[src/rtl/core/rebq_pkg.sv]
package rebq_pkg;

  localparam int unsigned TIMER_BITS = 20;
  localparam int unsigned CFG_BITS   = 20;
  localparam int unsigned POSITIONS  = 4;
  localparam int unsigned POS_BITS   = 2;
  localparam int unsigned LED_BITS   = 4;
  localparam int unsigned CFG_IDX_BITS = 2;

  localparam logic [TIMER_BITS-1:0] TIMER_MAX = {TIMER_BITS{1'b1}};

  localparam int unsigned US_PER_MS = 1000;
  localparam logic [CFG_BITS-1:0] ROTARY_LOCKOUT_RST = CFG_BITS'(15 * US_PER_MS);
  localparam logic [CFG_BITS-1:0] STABLE_WINDOW_RST  = CFG_BITS'(8 * US_PER_MS);
  localparam logic [CFG_BITS-1:0] BUTTON_LOCKOUT_RST = CFG_BITS'(150 * US_PER_MS);

  typedef enum logic [CFG_IDX_BITS-1:0] {
    RegRotaryLockout = 2'd0,
    RegStableWindow  = 2'd1,
    RegButtonLockout = 2'd2
  } reg_idx_e;

  typedef enum logic [1:0] {
    EvNone   = 2'd0,
    EvUp     = 2'd1,
    EvDown   = 2'd2,
    EvToggle = 2'd3
  } event_e;

  typedef struct packed {
    logic pin_a;
    logic pin_b;
    logic button_level;
  } in_item_t;

  typedef struct packed {
    logic [POS_BITS-1:0] position;
    logic                enabled;
    logic [LED_BITS-1:0] red_leds;
    logic                green_led;
    logic [1:0]          event_res;
    logic                busy_res;
  } out_item_t;

  typedef struct packed {
    logic [CFG_BITS-1:0] rotary_lockout;
    logic [CFG_BITS-1:0] stable_window;
    logic [CFG_BITS-1:0] button_lockout;
  } cfg_t;

  function automatic logic [TIMER_BITS-1:0] sat_inc(input logic [TIMER_BITS-1:0] v);
    return (v == TIMER_MAX) ? TIMER_MAX : v + TIMER_BITS'(1);
  endfunction

endpackage

[src/rtl/core/rebq_cfg.sv]
module rebq_cfg (
  input  logic                                clk_i,
  input  logic                                rst_ni,
  input  logic                                cfg_we_i,
  input  logic [rebq_pkg::CFG_IDX_BITS-1:0]   cfg_idx_i,
  input  logic [rebq_pkg::CFG_BITS-1:0]       cfg_wdata_i,
  output rebq_pkg::cfg_t                      cfg_o
);
  import rebq_pkg::*;

  cfg_t cfg_q, cfg_d;

  always_comb begin
    cfg_d = cfg_q;
    if (cfg_we_i) begin
      unique case (cfg_idx_i)
        RegRotaryLockout: cfg_d.rotary_lockout = cfg_wdata_i;
        RegStableWindow:  cfg_d.stable_window  = cfg_wdata_i;
        RegButtonLockout: cfg_d.button_lockout = cfg_wdata_i;
        default: ; // drop writes beyond the register list
      endcase
    end
  end

  always_ff @(posedge clk_i or negedge rst_ni) begin
    if (!rst_ni) begin
      cfg_q.rotary_lockout <= ROTARY_LOCKOUT_RST;
      cfg_q.stable_window  <= STABLE_WINDOW_RST;
      cfg_q.button_lockout <= BUTTON_LOCKOUT_RST;
    end else begin
      cfg_q <= cfg_d;
    end
  end

  assign cfg_o = cfg_q;

endmodule

[src/rtl/core/rebq_core.sv]
module rebq_core (
  input  logic                 clk_i,
  input  logic                 rst_ni,
  input  logic                 step_i,
  input  rebq_pkg::in_item_t   item_i,
  input  rebq_pkg::cfg_t       cfg_i,
  output rebq_pkg::out_item_t  result_o
);
  import rebq_pkg::*;

  typedef enum logic [5:0] {
    PhIdle = 6'b000001,
    PhUpB  = 6'b000010,
    PhUpA  = 6'b000100,
    PhDnA  = 6'b001000,
    PhDnB  = 6'b010000,
    PhBtn  = 6'b100000
  } phase_e;

  phase_e                phase_q, phase_d;
  logic [2:0]            prev_q, prev_d;      // {button, b, a}
  logic [POS_BITS-1:0]   pos_q, pos_d;
  logic                  en_q, en_d;
  logic [TIMER_BITS-1:0] rot_q, rot_d;
  logic [TIMER_BITS-1:0] btn_q, btn_d;
  logic [TIMER_BITS-1:0] wc_q, wc_d;
  logic                  first_q, first_d;

  logic [TIMER_BITS-1:0] rot_inc, btn_inc, wc_inc;
  logic                  level, waiting, mismatch, qual_lo, qual_hi;
  logic                  fall_a, fall_b, rise_btn, rot_ok, btn_ok;
  event_e                ev;

  assign rot_inc = sat_inc(rot_q);
  assign btn_inc = sat_inc(btn_q);
  assign wc_inc  = sat_inc(wc_q);

  always_comb begin
    case (phase_q)
      PhUpB, PhDnB: level = item_i.pin_b;
      PhUpA, PhDnA: level = item_i.pin_a;
      default:      level = item_i.button_level;
    endcase
  end

  assign waiting  = (wc_inc < TIMER_BITS'(cfg_i.stable_window)) && (wc_inc != TIMER_MAX);
  assign mismatch = level != first_q;
  assign qual_lo  = !waiting && !mismatch && !first_q;
  assign qual_hi  = !waiting && !mismatch && first_q;

  assign rot_ok   = rot_inc > TIMER_BITS'(cfg_i.rotary_lockout);
  assign btn_ok   = btn_inc > TIMER_BITS'(cfg_i.button_lockout);
  assign fall_a   = prev_q[0] && !item_i.pin_a;
  assign fall_b   = prev_q[1] && !item_i.pin_b;
  assign rise_btn = !prev_q[2] && item_i.button_level;

  always_comb begin
    phase_d = phase_q;
    pos_d   = pos_q;
    en_d    = en_q;
    rot_d   = rot_inc;
    btn_d   = btn_inc;
    wc_d    = wc_q;
    first_d = first_q;
    ev      = EvNone;
    prev_d  = {item_i.button_level, item_i.pin_b, item_i.pin_a};

    if (phase_q != PhIdle) begin
      wc_d = wc_inc;
      // second sample disagrees: restart the window from the newer sample
      if (!waiting && mismatch) begin
        first_d = level;
        wc_d    = '0;
      end
    end

    unique case (phase_q)
      PhUpB: begin
        if (qual_hi) begin
          phase_d = PhUpA;
          first_d = item_i.pin_a;
          wc_d    = '0;
        end else if (qual_lo) begin
          phase_d = PhIdle;
        end
      end
      PhUpA: begin
        if (qual_lo) begin
          pos_d = (pos_q == POS_BITS'(POSITIONS - 1)) ? '0 : pos_q + POS_BITS'(1);
          rot_d = '0;
          ev    = EvUp;
        end
        if (qual_lo || qual_hi) phase_d = PhIdle;
      end
      PhDnA: begin
        if (qual_hi) begin
          phase_d = PhDnB;
          first_d = item_i.pin_b;
          wc_d    = '0;
        end else if (qual_lo) begin
          phase_d = PhIdle;
        end
      end
      PhDnB: begin
        if (qual_lo) begin
          pos_d = (pos_q == '0) ? POS_BITS'(POSITIONS - 1) : pos_q - POS_BITS'(1);
          rot_d = '0;
          ev    = EvDown;
        end
        if (qual_lo || qual_hi) phase_d = PhIdle;
      end
      PhBtn: begin
        if (qual_hi) begin
          en_d  = !en_q;
          btn_d = '0;
          ev    = EvToggle;
        end
        if (qual_lo || qual_hi) phase_d = PhIdle;
      end
      default: begin
        phase_d = PhIdle;
        if (fall_a && rot_ok) begin
          phase_d = PhUpB;
          first_d = item_i.pin_b;
          wc_d    = '0;
        end else if (fall_b && rot_ok) begin
          phase_d = PhDnA;
          first_d = item_i.pin_a;
          wc_d    = '0;
        end else if (rise_btn && btn_ok) begin
          phase_d = PhBtn;
          first_d = item_i.button_level;
          wc_d    = '0;
        end
      end
    endcase
  end

  always_ff @(posedge clk_i or negedge rst_ni) begin
    if (!rst_ni) begin
      phase_q <= PhIdle;
      prev_q  <= 3'b011;
      pos_q   <= '0;
      en_q    <= 1'b0;
      rot_q   <= '0;
      btn_q   <= '0;
      wc_q    <= '0;
      first_q <= 1'b0;
    end else if (step_i) begin
      phase_q <= phase_d;
      prev_q  <= prev_d;
      pos_q   <= pos_d;
      en_q    <= en_d;
      rot_q   <= rot_d;
      btn_q   <= btn_d;
      wc_q    <= wc_d;
      first_q <= first_d;
    end
  end

  always_comb begin
    result_o.position  = pos_d;
    result_o.enabled   = en_d;
    result_o.red_leds  = en_d ? (LED_BITS'(1) << pos_d) : '0;
    result_o.green_led = !en_d;
    result_o.event_res = ev;
    result_o.busy_res  = phase_d != PhIdle;
  end

endmodule

[src/rtl/core/rotary_encoder_button_qualifier_top.sv]
// Channel | Direction | Signals                              | Handshake
// input   | in        | in_valid_i, in_ready_o, in_data_i    | valid/ready
// result  | out       | out_valid_o, out_ready_i, out_data_o | valid/ready
// config  | in        | cfg_we_i, cfg_idx_i, cfg_wdata_i     | write enable, no wait
//
// One transaction per clock cycle sustained while the result is not stalled; each result
// is presented after its input passes the input register, then the result register.
// The tick logic is a single pass over the phase machine and three saturating counters.
// Reset restores the register defaults and clears the phase machine and both valid flags.
// A stalled result holds the result register; the input register keeps taking a
// new transaction whenever it empties into the result register in the same cycle.
module rotary_encoder_button_qualifier_top (
  input  logic                              clk_i,
  input  logic                              rst_ni,
  input  logic                              in_valid_i,
  output logic                              in_ready_o,
  input  rebq_pkg::in_item_t                in_data_i,
  output logic                              out_valid_o,
  input  logic                              out_ready_i,
  output rebq_pkg::out_item_t               out_data_o,
  input  logic                              cfg_we_i,
  input  logic [rebq_pkg::CFG_IDX_BITS-1:0] cfg_idx_i,
  input  logic [rebq_pkg::CFG_BITS-1:0]     cfg_wdata_i
);
  import rebq_pkg::*;

  cfg_t      cfg;
  in_item_t  in_q;
  logic      in_valid_q, in_valid_d;
  out_item_t out_q, result;
  logic      out_valid_q, out_valid_d;
  logic      step;

  assign step        = in_valid_q && (!out_valid_q || out_ready_i);
  assign in_ready_o  = !in_valid_q || step;
  assign in_valid_d  = (in_valid_i && in_ready_o) || (in_valid_q && !step);
  assign out_valid_d = step || (out_valid_q && !out_ready_i);

  rebq_cfg u_cfg (
    .clk_i       (clk_i),
    .rst_ni      (rst_ni),
    .cfg_we_i    (cfg_we_i),
    .cfg_idx_i   (cfg_idx_i),
    .cfg_wdata_i (cfg_wdata_i),
    .cfg_o       (cfg)
  );

  rebq_core u_core (
    .clk_i    (clk_i),
    .rst_ni   (rst_ni),
    .step_i   (step),
    .item_i   (in_q),
    .cfg_i    (cfg),
    .result_o (result)
  );

  always_ff @(posedge clk_i or negedge rst_ni) begin
    if (!rst_ni) begin
      in_valid_q  <= 1'b0;
      out_valid_q <= 1'b0;
    end else begin
      in_valid_q  <= in_valid_d;
      out_valid_q <= out_valid_d;
    end
  end

  always_ff @(posedge clk_i) begin
    if (in_valid_i && in_ready_o) in_q <= in_data_i;
    if (step) out_q <= result;
  end

  assign out_valid_o = out_valid_q;
  assign out_data_o  = out_q;

endmodule
[config.mk]
export PLATFORM = sky130hd
export DESIGN_NAME = rotary_encoder_button_qualifier_top
export DESIGN_NICKNAME = d
export VERILOG_FILES = /design/src/rtl/core/rebq_pkg.sv /design/src/rtl/core/rebq_cfg.sv /design/src/rtl/core/rebq_core.sv /design/src/rtl/core/rotary_encoder_button_qualifier_top.sv
export SDC_FILE = /design/constraint.sdc
export NUM_CORES = 1
export LEC_CHECK = 0
export BUFFER_PORTS_ARGS = -buffer_cell sky130_fd_sc_hd__buf_2
export CAP_MARGIN = 5
export CORE_MARGIN = 8
export CORE_UTILIZATION = 50
export DETAILED_ROUTE_END_ITERATION = 12
export MAX_ROUTING_LAYER = met4
export PLACE_DENSITY = 0.76
export SKIP_LAST_GASP = 1
export SLEW_MARGIN = 20
export SYNTH_ARGS = -nofsm -noshare
export SYNTH_HDL_FRONTEND = slang
export SYNTH_SLANG_ARGS = --single-unit
[constraint.sdc]
create_clock -name clk_i -period 10.8 [get_ports clk_i]
set_clock_uncertainty 0.15 [all_clocks]
set_input_delay 1.08 -clock clk_i [delete_from_list [all_inputs] [get_ports clk_i]]
set_output_delay 1.08 -clock clk_i [all_outputs]
set_load 0.005 [all_outputs]
==> results of run 1 <==
state kept, by name (all words and copies together) (netlist names):
register and cells:
u_core.rot_q 20, u_core.first_q 1, out_valid_o 1, u_core.pos_q 2, u_core.phase_q 6, u_cfg.cfg_o 60
u_core.en_q 1, out_data_o 11, u_core.prev_q 3, u_core.btn_q 20, in_valid_q 1, u_core.wc_q 20
in_q 3
cell families after synthesis:
kind of cell               count (synthesis)  synth area share, %
buffers and inverters                    138                 5.61
adders and majority gates                 64                 8.30
AOI/OAI and AO/OA                        277                 18.5
and+or+nand+nor                          375                 19.5
muxes                                     44                 5.12
DFF                                      149                 39.7
xor gates and xnor gates                  36                 3.27
placed cells by master (no fill, tap or decap), types with 38 or more instances in the layout:
cell type and count:
nand3_1 38, a21oi_1 71, dfrtp_1 111, ha_1 64, o21ai_0 62, mux2_2 43, buf_2 41, inv_1 81
nor2_1 78, nand2_1 112
power by group through the flow:
stage | combinational, mW | clock (mW) | sequential, mW
2_1_floorplan | 0.353 | 0 | 0.720
3_3_place_gp | 0.447 | 0 | 0.738
3_5_place_dp | 0.464 | 0 | 0.742
4_1_cts | 0.470 | 0.624 | 0.734
5_1_grt | 0.537 | 0.645 | 0.747
6_report | 0.472 | 0.615 | 0.735
cell type report:
| class | count | area, um2 | area share, % |
|---|---|---|---|
| well taps | 265 | 332 | 3.12 |
| clock inverters | 14 | 178 | 1.67 |
| clock buffers | 18 | 429 | 4.04 |
| multi-input cells | 796 | 5290 | 49.8 |
| inverters | 82 | 308 | 2.90 |
| flip-flops and latches | 149 | 3830 | 36.0 |
| repair buffers | 48 | 262 | 2.46 |
how the worst max path moves through the flow:
stage / endpoint / slack, ns / cells past startpoint
after detailed placement: u_core.wc_q[15] / 4.89 / 18
final: u_core.wc_q[15] / 4.78 / 18
after CTS: u_core.wc_q[15] / 4.88 / 18
after global placement: u_core.wc_q[15] / 5.05 / 18
after floorplan: u_core.wc_q[15] / 5.69 / 20
after global routing: u_core.wc_q[15] / 4.31 / 18
stage by stage:
stage | cell area [um2] | worst slack (ns) | util (%)
finish | 10600 | 4.78 | 55.3
global route | 10600 | 4.31 | 55.3
CTS | 10600 | 4.88 | 55.3
detailed placement | 10000 | 4.89 | 52.2
global placement | 10000 | 5.05 | 52.2
floorplan | 9650 | 5.69 | -
layer usage:
metal,wire (um),global-route usage [%]
met1,10200,24.9
met2,11400,33.7
met3,976,3.02
met4,772,9.29
met5,0,-
==> impl_metrics.csv, run 1 <==
group,metric,value,unit
worst_hold_path,holdCritPathClass,"flip-flop to flip-flop",
logic_synthesis,yosysMostFrequentCell,"nand2_1",
layout,final_layout_size_suffix_gt1_share,15.2,%
setup_path,cp_slowest_cell,"nor4bb_1",
floorplanning,row_count,51,
setup_path,worstPathCellList,"ha_1 -> and3_1 -> and3_1 -> and3_1 -> and4_1 -> nand2_1 -> buf_4 -> nand2b_1 -> ha_1 -> nor2b_1 -> o211ai_1 -> a211oi_1 -> nor4bb_1 -> o31ai_1 -> o2111ai_1 -> nand4_1 -> o21ai_0 -> a22o_1",
power_and_ir_drop,p_int,1.23,mW
floorplanning,dieArea,0.0240,mm2
setup_path,worstSetupStartpoint,"u_core.rot_q[0]",
sta,tightest_slew,1.13,ns
logic_synthesis,synth_flop_cell,"dfrtp_1",
setup_path,crit_path_start_kind,"flip-flop",
layout,diodes,0,
setup_path,critPathTopFamily,"simple AND/OR/NAND/NOR gates",
clock_network,tritoncts,"built",
placed_design,gp_congestion,0.918,
clock_network,clk_pin_slew,0.07,ns
clock_network,clock_sink_count,149,
worst_hold_path,holdPathEnd,"u_core.en_q",
power_and_ir_drop,p_leak,4.89,nW
setup_path,critPathCaptureType,"flip-flop",
power_and_ir_drop,clock_power_share,33.8,%
routing,drc,0,
sta,hold_violations,0,
sta,tns,0,ns
logic_synthesis,synthTopCellsByArea,"dfrtp_1, ha_1, dfstp_2",
logic_synthesis,netlist_area,0.00965,mm2
setup_path,rrSetupSlack,4.78,ns
clock_network,h-tree-depth,4,
floorplanning,die_x,155,um
logic_synthesis,ys_top_cells_by_count,"nand2_1, dfrtp_1, inv_1",
logic_synthesis,synth.largest_area_cell,"dfrtp_1",
setup_path,worst-setup-path-type,"flip-flop to flip-flop",
power_and_ir_drop,p_per_area,171,mW/mm2
logic_synthesis,syn-num-nets,1177,
setup_path,cp.arrival,6.24,ns
sta,timing.hold.ws,0.344,ns
logic_synthesis,avgSynthCellArea,8.91,um2
power_and_ir_drop,pwr-share-seq,40.3,%
floorplanning,core_area,0.0192,mm2
setup_path,reg2reg_depth,18,
logic_synthesis,syn_inst,1083,
power_and_ir_drop,power_frac_comb,25.9,%
routing,wire_per_inst,17.0,um
sta,relSlewSlack,24.5,%
setup_path,crit_top_cell,"and3_1",
floorplanning,pin_count,43,
worst_hold_path,worst_hold_startpoint,"u_core.en_q",
setup_path,max_stage_delay,0.69,ns
setup_path,r2r_start,"u_core.rot_q[0]",
routing,drtIter0Drc,518,
layout,fillers,1675,
routing,wirelength,23300,um
clock_network,root_buffer,"clkbuf_16",
clock_network,post_cts_buffers,0,
power_and_ir_drop,p_sw_share,32.6,%
logic_synthesis,synth_edf_count,14,
routing,via_count,8064,
layout,syn_to_final_growth,10.1,%
sta,maxSlewViolCount,0,
power_and_ir_drop,peakVddDrop,0.117,mV
clock_network,cts-buffers-inserted,17,
clock_network,cts_resized,0,
placed_design,place_inst,1340,
worst_hold_path,hold_path_depth,1,
global_routing,antenna_found_initial,0,
routing,via_per_inst,5.88,
clock_network,postCtsHoldBufs,0,
sta,rsz0062_at_grt,"no",
sta,finalSetupViolCount,0,
clock_network,clock_latency,0.43,ns
setup_path,worst-path-buf-inv,1,
setup_path,worstPathRequired,11.02,ns
sta,period_share,55.8,%
global_routing,grt_pass1_vias,7968,
sta,fmax,166,MHz
logic_synthesis,ys_types,77,
layout,nets,1188,
floorplanning,start_util,50.3,%
global_routing,grt_overflow,0,
floorplanning,die_y,155,um
logic_synthesis,yosysSeqAreaShare,39.7,%
logic_synthesis,async_flop_share,90.6,%
global_routing,grt_first_pass_wirelength,39200,um
logic_synthesis,synth.top_cell.area_share,28.8,%
routing,firstDrtPassIters,7,
global_routing,track_usage,20.6,%
routing,ant_nets,0,
global_routing,grt_max_degree,85,
power_and_ir_drop,p_switching,0.593,mW
job,maxCapViolCount,0,
placed_design,dp_hpwl,16800,um
logic_synthesis,ys_warn_count,0,
power_and_ir_drop,power,1.82,mW
placed_design,port_buffers,42,
layout,stdcell_count,1372,
setup_path,worstReg2RegEnd,"u_core.wc_q[15]",
setup_path,crit_path_max_fanout,20,
clock_network,clk_path_buf_depth,2,
logic_synthesis,synth.ff_latch_count,149,
sta,period_needed,6.02,ns
outcome,outcome,"completed",
Note: power is estimated with default switching activity, not from simulation.
==> run 2: changes to the inputs <==
clock period = 6.15 ns   (was 10.8 ns; I/O delays follow)
==> impl_metrics.csv, run 2 (same netlist as run 1, synthesis figures left out) <==
group,metric,value,unit
outcome,outcome,"completed",
floorplanning,dieArea,0.0240,mm2
power_and_ir_drop,peakVddDrop,0.203,mV
placed_design,dp_hpwl,16700,um
layout,diodes,0,
setup_path,cp.arrival,5.74,ns
setup_path,r2r_start,"u_core.rot_q[0]",
setup_path,critPathCaptureType,"flip-flop",
layout,final_common_cell,"nand2_1",
sta,rsz0062_at_grt,"no",
power_and_ir_drop,p_leak,4.89,nW
routing,ant_nets,0,
floorplanning,pin_count,43,
sta,fmax,180,MHz
setup_path,reg2reg_depth,17,
layout,fillers,1690,
clock_network,clk_pin_slew,0.07,ns
global_routing,grt_first_pass_wirelength,38700,um
clock_network,tritoncts,"built",
floorplanning,start_util,50.3,%
layout,nets,1190,
global_routing,grt_max_degree,79,
worst_hold_path,holdCritPathClass,"input pin to async pin",
setup_path,crit_path_max_fanout,22,
floorplanning,die_x,155,um
clock_network,postCtsHoldBufs,0,
floorplanning,row_count,51,
sta,timing.hold.ws,0.0555,ns
sta,tightest_slew,1.07,ns
layout,most-common-layout-cells,"nand2_1, dfrtp_1, inv_1",
sta,hold_violations,0,
clock_network,clk_path_buf_depth,2,
global_routing,antenna_found_initial,0,
global_routing,grt_pass1_vias,7844,
placed_design,place_inst,1341,
job,maxCapViolCount,0,
clock_network,clock_sink_count,149,
clock_network,post_cts_buffers,0,
routing,via_count,7986,
power_and_ir_drop,power,3.19,mW
layout,stdcell_area,0.0106,mm2
placed_design,placed_area,0.0100,mm2
routing,firstDrtPassIters,5,
sta,finalSetupViolCount,0,
layout,largest_reg_flops,60,
layout,stdcell_count,1374,
routing,wire_per_inst,16.9,um
setup_path,rrSetupSlack,0.58,ns
placed_design,gp_congestion,0.937,
clock_network,root_buffer,"clkbuf_16",
sta,maxSlewViolCount,0,
layout,syn_to_final_growth,10.2,%
setup_path,crit_path_start_kind,"flip-flop",
clock_network,cts_resized,0,
floorplanning,core_area,0.0192,mm2
placed_design,port_buffers,42,
routing,via_per_inst,5.81,
setup_path,worst-setup-path-type,"flip-flop to flip-flop",
routing,drc,0,
routing,wirelength,23200,um
routing,drtIter0Drc,539,
floorplanning,die_y,155,um
sta,relSlewSlack,28.5,%
layout,final_layout_size_suffix_gt1_share,15.6,%
clock_network,clock_latency,0.44,ns
global_routing,grt_overflow,0,
clock_network,cts-buffers-inserted,17,
clock_network,h-tree-depth,4,
global_routing,track_usage,20.5,%
setup_path,worstPathRequired,6.32,ns
sta,tns,0,ns
sta,period_needed,5.57,ns
power_and_ir_drop,p_per_area,300,mW/mm2
setup_path,worstReg2RegEnd,"u_core.wc_q[15]",
sta,period_share,90.5,%
run 2: worst max-delay path by stage:
stage / from / end / cells past startpoint
after global placement: u_core.rot_q[0] / u_core.wc_q[15] / 17
after global routing: u_core.rot_q[0] / u_core.wc_q[15] / 17
after CTS: u_core.rot_q[0] / u_core.wc_q[15] / 17
final: u_core.rot_q[0] / u_core.wc_q[15] / 17
after floorplan: u_core.rot_q[0] / u_core.wc_q[15] / 20
after detailed placement: u_core.rot_q[0] / u_core.wc_q[15] / 17
run 2: power breakdown:
group	total [mW]	switching (mW)	leakage (nW)	internal (mW)
sequential	1.29	0.131	1.79	1.16
combinational	0.826	0.475	2.82	0.351
clock	1.06	0.457	0.283	0.607
total	3.19	1.06	4.89	2.12
run 2: final cells by class:
class / instances / area (um2) / share of cell area, %
Multi-Input combinational cell: 796 / 5290 / 49.7
Tap cell: 265 / 332 / 3.12
Timing Repair Buffer: 50 / 280 / 2.63
Clock inverter: 15 / 173 / 1.62
Inverter: 82 / 308 / 2.89
Sequential cell: 149 / 3830 / 36.0
Clock buffer: 17 / 425 / 4.00
run 2: per-stage QoR:
stage | worst slack (ns) | utilization [%]
2_1_floorplan | 1.04 | -
3_3_place_gp | 0.802 | 52.2
3_5_place_dp | 0.631 | 52.2
4_1_cts | 0.625 | 55.3
5_1_grt | 0.175 | 55.4
6_report | 0.581 | 55.4
run 2: routing by layer:
metal / part of all wire (%) / wire [um] / global-route usage (%) / vias to the layer above
li1: - / - / - / 3902
met1: 44 / 10100 / 24.8 / 3799
met2: 49 / 11400 / 33.6 / 238
met3: 4.5 / 1060 / 3.08 / 47
met4: 2.9 / 682 / 8.87 / 0
met5: 0 / 0 / - / -
run 2: worst max-delay path, cell delays in order (launching register included):
cell and delay (ns):
dfrtp_1 0.40, ha_1 0.25, and3_1 0.24, and3_1 0.25
and3_1 0.25, and4_1 0.31, nand2_1 0.55, nand2_1 0.13
ha_1 0.32, and4_1 0.20, or3b_2 0.48, nand3b_1 0.18
nor4bb_1 0.19, o31ai_1 0.46, nor2_1 0.18, a21oi_1 0.48
o21ai_0 0.17, a22o_1 0.26
==> run 3: changes to the inputs <==
clock period = 5.9 ns   (was 6.15 ns; I/O delays follow)
==> impl_metrics.csv, run 3 (same netlist as run 1, synthesis figures left out) <==
group,metric,value,unit
outcome,outcome,"completed",
routing,via_per_inst,5.87,
sta,fmax,184,MHz
sta,tightest_slew,1.04,ns
global_routing,gr-usage-met2,34.1,%
setup_path,worst-setup-path-type,"flip-flop to flip-flop",
layout,diodes,0,
global_routing,track_usage,20.7,%
global_routing,met1_usage,25.4,%
job,maxCapViolCount,0,
sta,finalSetupViolCount,0,
floorplanning,core_area,0.0192,mm2
sta,hold_violations,0,
power_and_ir_drop,p_per_area,308,mW/mm2
global_routing,grt_pass1_vias,7839,
worst_hold_path,holdCritPathClass,"input pin to async pin",
clock_network,post_cts_buffers,0,
global_routing,antenna_found_initial,0,
clock_network,tritoncts,"built",
floorplanning,row_count,51,
placed_design,place_inst,1344,
setup_path,cp.arrival,5.61,ns
layout,syn_to_final_growth,10.1,%
layout,final_layout_size_suffix_gt1_share,15.8,%
global_routing,grt_overflow,0,
layout,largest_reg_flops,60,
routing,firstDrtPassIters,5,
sta,period_share,92.2,%
layout,stdcell_count,1377,
global_routing,grt_max_degree,83,
sta,tns,0,ns
sta,rsz0062_at_grt,"no",
routing,wirelength,23200,um
sta,maxSlewViolCount,0,
routing,drc,0,
floorplanning,dieArea,0.0240,mm2
routing,wire_per_inst,16.9,um
power_and_ir_drop,peakVddDrop,0.216,mV
layout,final-seq-area,0.00383,mm2
clock_network,clock_sink_count,149,
clock_network,cts-buffers-inserted,17,
clock_network,root_buffer,"clkbuf_16",
routing,drtIter0Drc,611,
setup_path,crit_path_max_fanout,16,
layout,final_common_cell,"nand2_1",
sta,relSlewSlack,30.4,%
global_routing,top_usage_layer,"met2",
clock_network,clock_latency,0.43,ns
placed_design,dp_hpwl,16900,um
power_and_ir_drop,p_leak,4.90,nW
sta,period_needed,5.44,ns
layout,fillers,1689,
floorplanning,die_y,155,um
routing,via_count,8087,
setup_path,critPathCaptureType,"flip-flop",
floorplanning,die_x,155,um
routing,ant_nets,0,
global_routing,use_met3,3.55,%
clock_network,clk_pin_slew,0.07,ns
placed_design,gp_congestion,0.929,
setup_path,crit_path_start_kind,"flip-flop",
layout,most-common-layout-cells,"nand2_1, dfrtp_1, inv_1",
setup_path,worstPathRequired,6.07,ns
floorplanning,pin_count,43,
floorplanning,start_util,50.3,%
layout,nets,1193,
global_routing,grt_first_pass_wirelength,39100,um
layout,multi_input_area,0.00529,mm2
clock_network,cts_resized,0,
placed_design,port_buffers,42,
clock_network,h-tree-depth,4,
clock_network,clk_path_buf_depth,2,
[run 3: cell count changes in the layout (fill, tap and decap cells not counted)]
| cell | before | now |
|---|---|---|
| clkinv_4 | 5 | 1 |
| buf_4 | 7 | 10 |
| inv_6 | 4 | 7 |
| clkinv_2 | 0 | 2 |
| bufinv_16 | 2 | 1 |
[run 3: power by group]
group	internal, mW	total (mW)	switching [mW]
Sequential	1.21	1.35	0.133
Combinational	0.369	0.867	0.498
Clock	0.591	1.06	0.470
[run 3: worst max-delay path, stage by stage, from the launching register on]
cell,delay (ns)
dfrtp_1,0.38
ha_1,0.24
and3_1,0.25
and3_1,0.25
and3_1,0.28
and4_1,0.39
nand3_1,0.15
nor3_1,0.16
a21oi_1,0.08
ha_1,0.33
nand4_1,0.12
or3b_2,0.49
a211oi_1,0.25
nor4bb_1,0.14
o31ai_1,0.45
o2111ai_1,0.18
nand4_1,0.58
buf_4,0.24
o21ai_1,0.06
o2bb2ai_1,0.15
[run 3: metrics by stage]
step / setup WS [ns] / util, % / area, um2 / hold WS, ns / power (mW)
after floorplan: 0.786 / - / 9650 / 0.144 / 1.96
after global placement: 0.710 / 52.3 / 10000 / 0.327 / 2.19
after detailed placement: 0.510 / 52.3 / 10000 / 0.334 / 2.22
after CTS: 0.517 / 55.3 / 10600 / 0.0757 / 3.29
after global routing: 0.00904 / 55.3 / 10600 / 0.109 / 3.49
final: 0.460 / 55.3 / 10600 / 0.0366 / 3.27
[run 3: worst paths after layout]
check,startpoint,end,slack [ns],cells after the start
worst max-delay path,u_core.rot_q[0],u_core.wc_q[3],0.46,19
max in group asynchronous,rst_ni,u_core.rot_q[5],4.38,2
worst min-delay path,rst_ni,u_core.pos_q[0],0.04,1
min in group clk_i,in_data_i[2],in_q[2],0.19,1
worst min register to register,u_core.en_q,u_core.en_q,0.34,1
worst max register to register,u_core.rot_q[0],u_core.wc_q[3],0.46,19
[run 3: layout make-up]
type                            count  share of cell area, %
Clock buffer                       17                   4.00
Clock inverter                     15                   1.35
Inverter                           82                   2.90
Multi-Input combinational cell    796                   49.8
Sequential cell                   149                   36.0
Tap cell                          265                   3.12
Timing Repair Buffer               53                   2.85
[run 3: per-layer routing]
layer / vias to the layer above / part of all wire (%)
met4: 0 / 2.0
met3: 33 / 4.7
met2: 257 / 49
met1: 3873 / 44
li1: 3924 / -
met5: - / 0
[run 3: what timing repair did]
item / 4_1_cts / 5_1_grt
endpoints found under the setup margin: 0 / 2
hold buffers: 0 / 0
hold endpoints to repair: 0 / 0
